### config.mk
export PLATFORM = sky130hd
export DESIGN_NAME = lifo_preemptive_scheduler
export DESIGN_NICKNAME = d
export VERILOG_FILES = /design/src/rtl/lps_pkg.sv /design/src/rtl/lps_seq.sv /design/src/rtl/lps_dp.sv /design/src/rtl/lifo_preemptive_scheduler.sv
export SDC_FILE = /design/constraint.sdc
export NUM_CORES = 1
export LEC_CHECK = 0
export BUFFER_PORTS_ARGS = -buffer_cell sky130_fd_sc_hd__buf_4
export CAP_MARGIN = 10
export CORE_MARGIN = 3
export CORE_UTILIZATION = 30
export DETAILED_ROUTE_END_ITERATION = 16
export SETUP_SLACK_MARGIN = 0.5
export SYNTH_ARGS = -nofsm -noshare
export SYNTH_HDL_FRONTEND = slang
export SYNTH_SLANG_ARGS = --single-unit
### constraint.sdc
create_clock -name clk_i -period 9.1 [get_ports clk_i]
set_clock_uncertainty 0.1 [all_clocks]
set_input_delay 1.365 -clock clk_i [delete_from_list [all_inputs] [get_ports clk_i]]
set_output_delay 1.365 -clock clk_i [all_outputs]
set_load 0.05 [all_outputs]
### src/rtl/lps_pkg.sv
// Shared types, constants and the microcode table of the LIFO preemptive scheduler.
`default_nettype none
package lps_pkg;

  localparam int unsigned TIME_W     = 32;
  localparam int unsigned ARR_W      = 16;
  localparam int unsigned BURST_W    = 16;
  localparam int unsigned SLOT_OUT_W = 4;
  localparam int unsigned IN_DATA_W  = 32;
  localparam int unsigned OUT_DATA_W = 104;
  localparam int unsigned STEP_W     = 3;

  typedef logic [STEP_W-1:0] step_t;

  localparam step_t STEP_WAIT   = 3'd0;
  localparam step_t STEP_SCAN   = 3'd1;
  localparam step_t STEP_DRAIN  = 3'd2;
  localparam step_t STEP_RDPICK = 3'd3;
  localparam step_t STEP_UPD    = 3'd4;
  localparam step_t STEP_WT     = 3'd5;
  localparam step_t STEP_EMIT   = 3'd6;

  // Input word kinds carried on the slave tuser bit.
  localparam logic OP_LOAD = 1'b0;
  localparam logic OP_TICK = 1'b1;

  typedef enum logic [2:0] {
    COND_NEVER     = 3'd0,
    COND_NOT_TICK  = 3'd1,
    COND_SCAN_MORE = 3'd2,
    COND_NO_PICK   = 3'd3,
    COND_OUT_BUSY  = 3'd4
  } cond_e;

  typedef struct packed {
    logic  in_rdy;
    logic  scan;
    logic  drain;
    logic  now_inc;
    logic  rd_pick;
    logic  upd;
    logic  wt_calc;
    logic  emit;
    logic  ret;
    cond_e cond;
    step_t target;
  } ctrl_t;

  typedef struct packed {
    logic tick_acc;
    logic scan_more;
    logic no_pick;
    logic out_busy;
  } stat_t;

  typedef struct packed {
    logic                  busy;
    logic [SLOT_OUT_W-1:0] run_slot;
    logic                  finished;
    logic [TIME_W-1:0]     completion;
    logic [TIME_W-1:0]     turnaround;
    logic [TIME_W-1:0]     waiting;
    logic                  all_done;
  } result_t;

  // Control store: one word per step. A taken jump goes to target; otherwise the
  // sequencer falls through to the next step, or back to the wait step when ret is set.
  function automatic ctrl_t ucode(input step_t step);
    ctrl_t w;
    w        = '0;
    w.cond   = COND_NEVER;
    w.target = STEP_WAIT;
    case (step)
      STEP_WAIT: begin
        w.in_rdy = 1'b1;
        w.cond   = COND_NOT_TICK;
        w.target = STEP_WAIT;
      end
      STEP_SCAN: begin
        w.scan   = 1'b1;
        w.cond   = COND_SCAN_MORE;
        w.target = STEP_SCAN;
      end
      STEP_DRAIN: begin
        w.drain   = 1'b1;
        w.now_inc = 1'b1;
      end
      STEP_RDPICK: begin
        w.rd_pick = 1'b1;
        w.cond    = COND_NO_PICK;
        w.target  = STEP_EMIT;
      end
      STEP_UPD: begin
        w.upd     = 1'b1;
        w.rd_pick = 1'b1;
      end
      STEP_WT: begin
        w.wt_calc = 1'b1;
      end
      STEP_EMIT: begin
        w.emit   = 1'b1;
        w.ret    = 1'b1;
        w.cond   = COND_OUT_BUSY;
        w.target = STEP_EMIT;
      end
      default: begin
        w.ret = 1'b1;
      end
    endcase
    return w;
  endfunction

endpackage
`default_nettype wire

### src/rtl/lps_seq.sv
// Microcode sequencer: step counter, control store lookup and jump logic.
`default_nettype none
module lps_seq import lps_pkg::*; (
  input  wire   clk_i,
  input  wire   rst_ni,
  input  stat_t stat_i,
  output ctrl_t ctrl_o
);

  step_t pc_q, pc_d;
  logic  taken;

  assign ctrl_o = ucode(pc_q);

  always_comb begin
    case (ctrl_o.cond)
      COND_NEVER:     taken = 1'b0;
      COND_NOT_TICK:  taken = !stat_i.tick_acc;
      COND_SCAN_MORE: taken = stat_i.scan_more;
      COND_NO_PICK:   taken = stat_i.no_pick;
      COND_OUT_BUSY:  taken = stat_i.out_busy;
      default:        taken = 1'b0;
    endcase
  end

  always_comb begin
    if (taken) begin
      pc_d = ctrl_o.target;
    end else if (ctrl_o.ret) begin
      pc_d = STEP_WAIT;
    end else begin
      pc_d = pc_q + step_t'(1);
    end
  end

  always_ff @(posedge clk_i or negedge rst_ni) begin
    if (!rst_ni) begin
      pc_q <= STEP_WAIT;
    end else begin
      pc_q <= pc_d;
    end
  end

endmodule
`default_nettype wire

### src/rtl/lps_dp.sv
// Datapath: job tables, slot scan, remaining-time update and result registers.
`default_nettype none
module lps_dp import lps_pkg::*; #(
  parameter int unsigned MAX_JOBS = 16
) (
  input  wire                clk_i,
  input  wire                rst_ni,
  input  ctrl_t              ctrl_i,
  input  wire                in_accept_i,
  input  wire                op_i,
  input  wire  [ARR_W-1:0]   arrival_i,
  input  wire  [BURST_W-1:0] burst_i,
  input  wire                out_busy_i,
  output stat_t              stat_o,
  output result_t            res_o
);

  localparam int unsigned SLOT_W = (MAX_JOBS > 1) ? $clog2(MAX_JOBS) : 1;
  localparam int unsigned CNT_W  = $clog2(MAX_JOBS + 1);

  logic [ARR_W-1:0]   arr_mem   [MAX_JOBS];
  logic [BURST_W-1:0] burst_mem [MAX_JOBS];
  logic [BURST_W-1:0] rem_mem   [MAX_JOBS];

  logic [ARR_W-1:0]    arr_rd_q;
  logic [BURST_W-1:0]  burst_rd_q;
  logic [BURST_W-1:0]  rem_rd_q;

  logic [CNT_W-1:0]    loaded_q, fin_cnt_q, idx_q;
  logic [TIME_W-1:0]   now_q;
  logic [MAX_JOBS-1:0] done_q;
  logic                rd_v_q, pick_v_q, fin_q;
  logic [SLOT_W-1:0]   rd_slot_q, pick_q;
  logic [ARR_W-1:0]    best_q;
  logic [TIME_W-1:0]   tat_q, wt_q;

  logic                load_wr, tick_acc, scan_issue, eval_en, arr_le_now, take, upd_fin;
  logic [SLOT_W-1:0]   load_slot, rd_addr;
  logic [BURST_W-1:0]  burst_fix, rem_dec;
  logic [CNT_W:0]      idx_inc;
  logic [TIME_W-1:0]   tat_d, wt_d, burst_ext;
  logic [SLOT_W+SLOT_OUT_W-1:0] slot_wide;

  assign tick_acc   = in_accept_i && (op_i == OP_TICK);
  assign load_wr    = in_accept_i && (op_i == OP_LOAD) && (loaded_q < CNT_W'(MAX_JOBS));
  assign load_slot  = loaded_q[SLOT_W-1:0];
  assign burst_fix  = (burst_i == '0) ? BURST_W'(1) : burst_i;

  assign scan_issue = ctrl_i.scan && (idx_q < loaded_q);
  assign idx_inc    = {1'b0, idx_q} + (CNT_W+1)'(1);
  assign rd_addr    = ctrl_i.rd_pick ? pick_q : idx_q[SLOT_W-1:0];

  // A slot is eligible once it has arrived by the current time and is not done;
  // ">=" lets a later slot with the same arrival win the tie.
  assign eval_en    = rd_v_q && (ctrl_i.scan || ctrl_i.drain);
  assign arr_le_now = (now_q[TIME_W-1:ARR_W] != '0) || (arr_rd_q <= now_q[ARR_W-1:0]);
  assign take       = eval_en && !done_q[rd_slot_q] && arr_le_now &&
                      (!pick_v_q || (arr_rd_q >= best_q));

  assign rem_dec    = rem_rd_q - BURST_W'(1);
  assign upd_fin    = ctrl_i.upd && (rem_dec == '0);
  assign tat_d      = now_q - TIME_W'(arr_rd_q);
  assign burst_ext  = TIME_W'(burst_rd_q);
  assign wt_d       = (tat_q >= burst_ext) ? (tat_q - burst_ext) : '0;

  assign stat_o.tick_acc  = tick_acc;
  assign stat_o.scan_more = idx_inc < {1'b0, loaded_q};
  assign stat_o.no_pick   = !pick_v_q;
  assign stat_o.out_busy  = out_busy_i;

  assign slot_wide         = {{SLOT_OUT_W{1'b0}}, pick_q};
  assign res_o.busy        = pick_v_q;
  assign res_o.run_slot    = pick_v_q ? slot_wide[SLOT_OUT_W-1:0] : '0;
  assign res_o.finished    = fin_q;
  assign res_o.completion  = fin_q ? now_q : '0;
  assign res_o.turnaround  = fin_q ? tat_q : '0;
  assign res_o.waiting     = fin_q ? wt_q : '0;
  assign res_o.all_done    = (fin_cnt_q == loaded_q);

  // Job tables: one write and one registered read per cycle each.
  always_ff @(posedge clk_i) begin
    if (load_wr) begin
      arr_mem[load_slot]   <= arrival_i;
      burst_mem[load_slot] <= burst_fix;
    end
    if (ctrl_i.upd) begin
      rem_mem[pick_q] <= rem_dec;
    end else if (load_wr) begin
      rem_mem[load_slot] <= burst_fix;
    end
    arr_rd_q   <= arr_mem[rd_addr];
    burst_rd_q <= burst_mem[rd_addr];
    rem_rd_q   <= rem_mem[rd_addr];
  end

  always_ff @(posedge clk_i or negedge rst_ni) begin
    if (!rst_ni) begin
      loaded_q  <= '0;
      fin_cnt_q <= '0;
      idx_q     <= '0;
      now_q     <= '0;
      done_q    <= '0;
      rd_v_q    <= 1'b0;
      pick_v_q  <= 1'b0;
      fin_q     <= 1'b0;
    end else begin
      rd_v_q <= scan_issue;
      if (load_wr) begin
        loaded_q          <= loaded_q + CNT_W'(1);
        done_q[load_slot] <= 1'b0;
      end
      if (tick_acc) begin
        idx_q    <= '0;
        pick_v_q <= 1'b0;
        fin_q    <= 1'b0;
      end
      if (scan_issue) begin
        idx_q <= idx_inc[CNT_W-1:0];
      end
      if (take) begin
        pick_v_q <= 1'b1;
      end
      if (ctrl_i.now_inc && (now_q != '1)) begin
        now_q <= now_q + TIME_W'(1);
      end
      if (upd_fin) begin
        fin_q          <= 1'b1;
        done_q[pick_q] <= 1'b1;
        fin_cnt_q      <= fin_cnt_q + CNT_W'(1);
      end
    end
  end

  always_ff @(posedge clk_i) begin
    rd_slot_q <= idx_q[SLOT_W-1:0];
    if (take) begin
      pick_q <= rd_slot_q;
      best_q <= arr_rd_q;
    end
    if (upd_fin) begin
      tat_q <= tat_d;
    end
    if (ctrl_i.wt_calc) begin
      wt_q <= wt_d;
    end
  end

endmodule
`default_nettype wire

### src/rtl/lifo_preemptive_scheduler.sv
// Top level of the LIFO preemptive scheduler.
// Sequence: a tick word runs a scan over the loaded slots, one slot per cycle, then, when a
//   job was picked, the update of that job, and its result is then emitted; a load gives none.
// Flow: no new word is taken while a tick is in work, and a finished result waits while the
//   output register is full; load words can be taken back to back.
// Reset: asynchronous, active low; clears all control state but not the job tables.
`default_nettype none
module lifo_preemptive_scheduler import lps_pkg::*; #(
  parameter int unsigned MAX_JOBS = 16
) (
  input  wire                   clk_i,
  input  wire                   rst_ni,
  input  wire                   s_axis_tvalid,
  output logic                  s_axis_tready,
  // Fields from bit 0: arrival_time[15:0], burst_length[31:16].
  input  wire  [IN_DATA_W-1:0]  s_axis_tdata,
  // Fields from bit 0: operation (0 loads a job, 1 is a time tick).
  input  wire                   s_axis_tuser,
  output logic                  m_axis_tvalid,
  input  wire                   m_axis_tready,
  // Fields from bit 0: run_slot[3:0], finished[4], completion_tick[36:5],
  // turnaround[68:37], waiting[100:69], all_done[101], zero fill[103:102].
  output logic [OUT_DATA_W-1:0] m_axis_tdata,
  // Fields from bit 0: busy_res (1 when a job ran in this tick, 0 when idle).
  output logic                  m_axis_tuser
);

  // The sequencer walks a short control store. It waits for a word; a load is
  // written into the tables in that same cycle, while a tick starts a scan over the
  // loaded slots, one table read per cycle, keeping the latest eligible arrival.
  // After the scan time steps forward, the chosen job's remaining time is read back,
  // decremented and, when it hits zero, its turnaround and waiting time are formed.
  ctrl_t   ctrl;
  stat_t   stat;
  result_t res;
  result_t out_q;
  logic    out_valid_q;
  logic    in_accept;
  logic    out_busy;
  logic    emit_fire;

  assign s_axis_tready = ctrl.in_rdy;
  assign in_accept     = s_axis_tvalid && s_axis_tready;

  // The output register frees the sequencer to take the next word while a result
  // still waits downstream; a new result only holds while the slot is occupied.
  assign out_busy  = out_valid_q && !m_axis_tready;
  assign emit_fire = ctrl.emit && !out_busy;

  lps_seq u_seq (
    .clk_i  (clk_i),
    .rst_ni (rst_ni),
    .stat_i (stat),
    .ctrl_o (ctrl)
  );

  lps_dp #(
    .MAX_JOBS (MAX_JOBS)
  ) u_dp (
    .clk_i       (clk_i),
    .rst_ni      (rst_ni),
    .ctrl_i      (ctrl),
    .in_accept_i (in_accept),
    .op_i        (s_axis_tuser),
    .arrival_i   (s_axis_tdata[ARR_W-1:0]),
    .burst_i     (s_axis_tdata[ARR_W+BURST_W-1:ARR_W]),
    .out_busy_i  (out_busy),
    .stat_o      (stat),
    .res_o       (res)
  );

  always_ff @(posedge clk_i or negedge rst_ni) begin
    if (!rst_ni) begin
      out_valid_q <= 1'b0;
    end else if (emit_fire) begin
      out_valid_q <= 1'b1;
    end else if (m_axis_tready) begin
      out_valid_q <= 1'b0;
    end
  end

  always_ff @(posedge clk_i) begin
    if (emit_fire) begin
      out_q <= res;
    end
  end

  assign m_axis_tvalid = out_valid_q;
  assign m_axis_tuser  = out_q.busy;
  assign m_axis_tdata  = {2'b00, out_q.all_done, out_q.waiting, out_q.turnaround,
                          out_q.completion, out_q.finished, out_q.run_slot};

endmodule
`default_nettype wire

==> results_dict.tcl <==
set metrics [dict create \
    rows 139 \
    antenna_found_initial 12 \
    synthDistinctLibCells 82 \
    cp_max_fo 84 \
    ys_warn_count 0 \
    worstPathArrival_ns 4.87 \
    hold_path_depth 0 \
    final_util_pct 35.3 \
    yosysSeqAreaShare_pct 71.5 \
    die_area_um2 151000 \
    drc 0 \
    floorplan.initialDensity_pct 30.4 \
    firstDrtPassIters 8 \
    dp_hpwl_um 63900 \
    cts_made_buffers 107 \
    fin_nets 2870 \
    post-cts-setup-buffer-count 0 \
    vdd_drop_max_v 0.000331 \
    cp_data_required_time_ns 9.58 \
    maxCapViolCount 0 \
    power_density_nw_per_um2 282 \
    routedWlPerCell_um 22.2 \
    io_pins 144 \
    fmax_ghz 0.228 \
    synth_area_um2 44000 \
    cp-start-kind "register" \
    fill_cells 13533 \
    setup.worst_path.end_class "register" \
    core_area_um2 145000 \
    grt_overflow 0 \
    root_buffer "clkbuf_16" \
    slew_violations 0 \
    cts-htree-levels 3 \
    cts_tree "done" \
    status "finished, final reports clean" \
    grt_pass1_vias 23204 \
    max_slew_margin_pct 21.6 \
    synth-edff-count 955 \
    drt.antenna.violating_nets 0 \
    worst-path-stages 9 \
    criticalPathCategory "register to register" \
    rsz0062_at_grt "false" \
    port_buffers 141 \
    post-route-period-util_pct 48.2 \
    drive_gt1_share_pct 21.8 \
    fin_area_um2 51100 \
    whs_ns 0.365 \
    routed_wl_um 105000 \
    grt_pass1_wl_um 156000 \
    fin_tns_setup_ns 0 \
    grt_max_degree 151 \
    die_x_um 389 \
    setup_viol 0 \
    ys_seq_elements 1077 \
    via_per_inst 4.91 \
    period_needed_ns 4.39 \
    clk_pin_slew_worst_paths_ns 0.06 \
    path_cells "inv_1 -> ha_1 -> a21oi_2 -> mux2i_4 -> buf_4 -> buf_12 -> mux4_2 -> a22oi_1 -> nand2_1" \
    reg2reg_depth 9 \
    worst_pin_slew_ns 1.18 \
    ys.flop_type "edfxtp_1" \
    crit_buf_inv 3 \
    area_delta_synth_final_pct 16.1 \
    max_stage_delay_ns 0.61 \
    placed_area_um2 47500 \
    cts_resized 0 \
    insertion_delay_ns 0.69 \
    synth-async-reset-ratio_pct 6.50 \
    die_h_um 389 \
    first_iter_violations 1996 \
    cts-hold-fix-buffers 0 \
    finalHoldViolCount 0 \
    syn_inst 2566 \
    cts_max_path_buffers 3 \
    avgSynthCellArea_um2 17.1 \
    crit_path_top_delay_cell "buf_4" \
    hold_class "register to register" \
    cts.sinks 1077 \
    track_usage_pct 13.7 \
    vias 23306 \
    p_leak_nw 17.1 \
    globalplace.congestion 0.826 \
    critPathTopFamily "buffers and inverters" \
]
cells in the mapped netlist (7+ instances only):
library cell	instances	area share (%)
a21o_1	13	0.22
or4_1	10	0.17
a22oi_1	96	1.6
buf_2	24	0.27
a211oi_1	9	0.15
nor3_1	33	0.38
a31oi_1	12	0.17
nor2_1	108	0.92
xor2_1	27	0.54
inv_1	94	0.80
and2_1	121	1.7
o21bai_1	7	0.12
edfxtp_1	955	65
xnor2_1	71	1.4
o21a_1	9	0.15
dfxtp_1	52	2.4
nand4_1	21	0.30
mux2_2	8	0.20
nor4_1	11	0.16
nor2b_1	10	0.14
mux4_2	196	10
ha_1	86	2.4
a21oi_1	54	0.61
nand3_1	28	0.32
o31ai_1	16	0.27
and3_1	9	0.13
or3_1	11	0.16
clkbuf_1	94	0.80
or2_2	7	0.10
dfrtp_1	70	4.0
nand2b_1	25	0.36
nand2_1	126	1.1
o21ai_0	45	0.51
cells in the final DEF, fill, tap and decap left out, drive strengths merged, types with 6 or more instances in the layout:
| master | synthesis | routed |
|---|---|---|
| a21oi | 55 | 55 |
| bufinv | 0 | 11 |
| ha | 86 | 86 |
| nand2b | 25 | 25 |
| nand2 | 126 | 126 |
| o31ai | 17 | 17 |
| edfxtp | 955 | 955 |
| or2 | 8 | 8 |
| nor2 | 109 | 109 |
| nand3 | 29 | 29 |
| o21ai | 47 | 47 |
| xnor2 | 71 | 71 |
| nor2b | 10 | 10 |
| and3 | 9 | 9 |
| a31oi | 12 | 12 |
| nor4 | 12 | 12 |
| a22oi | 96 | 96 |
| clkbuf | 95 | 145 |
| mux2 | 10 | 10 |
| a21o | 13 | 13 |
| and2 | 121 | 121 |
| buf | 34 | 197 |
| a211oi | 10 | 10 |
| clkinv | 0 | 38 |
| nor4b | 7 | 7 |
| dfxtp | 52 | 52 |
| nor3 | 34 | 34 |
| and4 | 6 | 6 |
| dfrtp | 70 | 70 |
| mux4 | 196 | 196 |
| inv | 94 | 100 |
| nand4 | 21 | 21 |
| o21a | 9 | 9 |
| or3 | 11 | 11 |
| xor2 | 27 | 27 |
| or4 | 10 | 10 |
| o21bai | 7 | 7 |
area by class of cell:
type                       count  area, um^2  share of cell area, %
timing repair buffer         198        1510                   2.96
tap                         1903        2380                   4.66
clock buffer                 144        2910                   5.69
inverter                      94         353                  0.691
antenna                        1        2.50                0.00490
clock inverter                58         663                   1.30
sequential                  1077       31500                   61.6
multi-input combinational   1267       11800                   23.1
worst reg2reg max path: stages (launching register included):
cell and delay (ns):
dfrtp_1 0.54, inv_1 0.18, ha_1 0.31, a21oi_2 0.43, mux2i_4 0.32, buf_4 0.61, buf_12 0.58, mux4_2 0.81
a22oi_1 0.29, nand2_1 0.11
per-layer routing:
layer | track usage (%) | share of wire [%] | vias to the layer above
met5 | 0 | 0.058 | -
met4 | 3.69 | 2.2 | 10
met3 | 2.95 | 7.1 | 149
met2 | 21.3 | 46 | 714
met1 | 19.5 | 45 | 12065
li1 | - | - | 10368
kinds of logic (layout without fill, tap and decap cells):
group / Yosys count / in the layout / share of synthesized area, %
xor gates and xnor gates: 98 / 98 / 1.95
buffers and inverters: 223 / 494 / 2.03
other: 1 / 3 / 0.00853
muxes: 211 / 211 / 10.4
DFF: 1077 / 1077 / 71.5
and+or+nand+nor: 552 / 552 / 6.55
adders and majority gates: 88 / 88 / 2.54
AOI/OAI and AO/OA: 316 / 316 / 4.96
registers in the layout (all words and copies together) (netlist names), 32 cells and up:
signal          flops
u_dp.rem_mem      256
m_axis_tdata      102
u_dp.now_q         32
u_dp.wt_q          32
u_dp.tat_q         32
u_dp.arr_mem      256
u_dp.burst_mem    256
stage by stage:
| step | cells | setup WS [ns] | total power [mW] |
|---|---|---|---|
| after floorplan | 2567 | 2.38 | 8.95 |
| after global placement | 4538 | 4.71 | 10.1 |
| after detailed placement | 4538 | 4.68 | 10.1 |
| after CTS | 4740 | 4.64 | 14.6 |
| after global routing | 4742 | 4.29 | 15.1 |
| final | 4742 | 4.71 | 14.4 |
final timing paths:
check,start,to,slack (ns)
worst max register to register,u_seq.pc_q[2],u_dp.burst_rd_q[11],4.71
worst min register to register,u_dp.rd_slot_q[3],u_dp.pick_q[3],0.37
worst max-delay path,u_seq.pc_q[2],u_dp.burst_rd_q[11],4.71
min in group asynchronous,rst_ni,m_axis_tvalid,0.50
max in group asynchronous,rst_ni,u_dp.now_q[25],7.41
worst min-delay path,u_dp.rd_slot_q[3],u_dp.pick_q[3],0.37
power by group:
group / internal [mW] / total (mW) / leakage (nW) / switching [mW]
sequential: 5.87 / 6.20 / 9.76 / 0.326
combinational: 1.65 / 3.78 / 5.62 / 2.14
clock: 2.57 / 4.44 / 1.74 / 1.88
(Power assumes the default switching activity.)
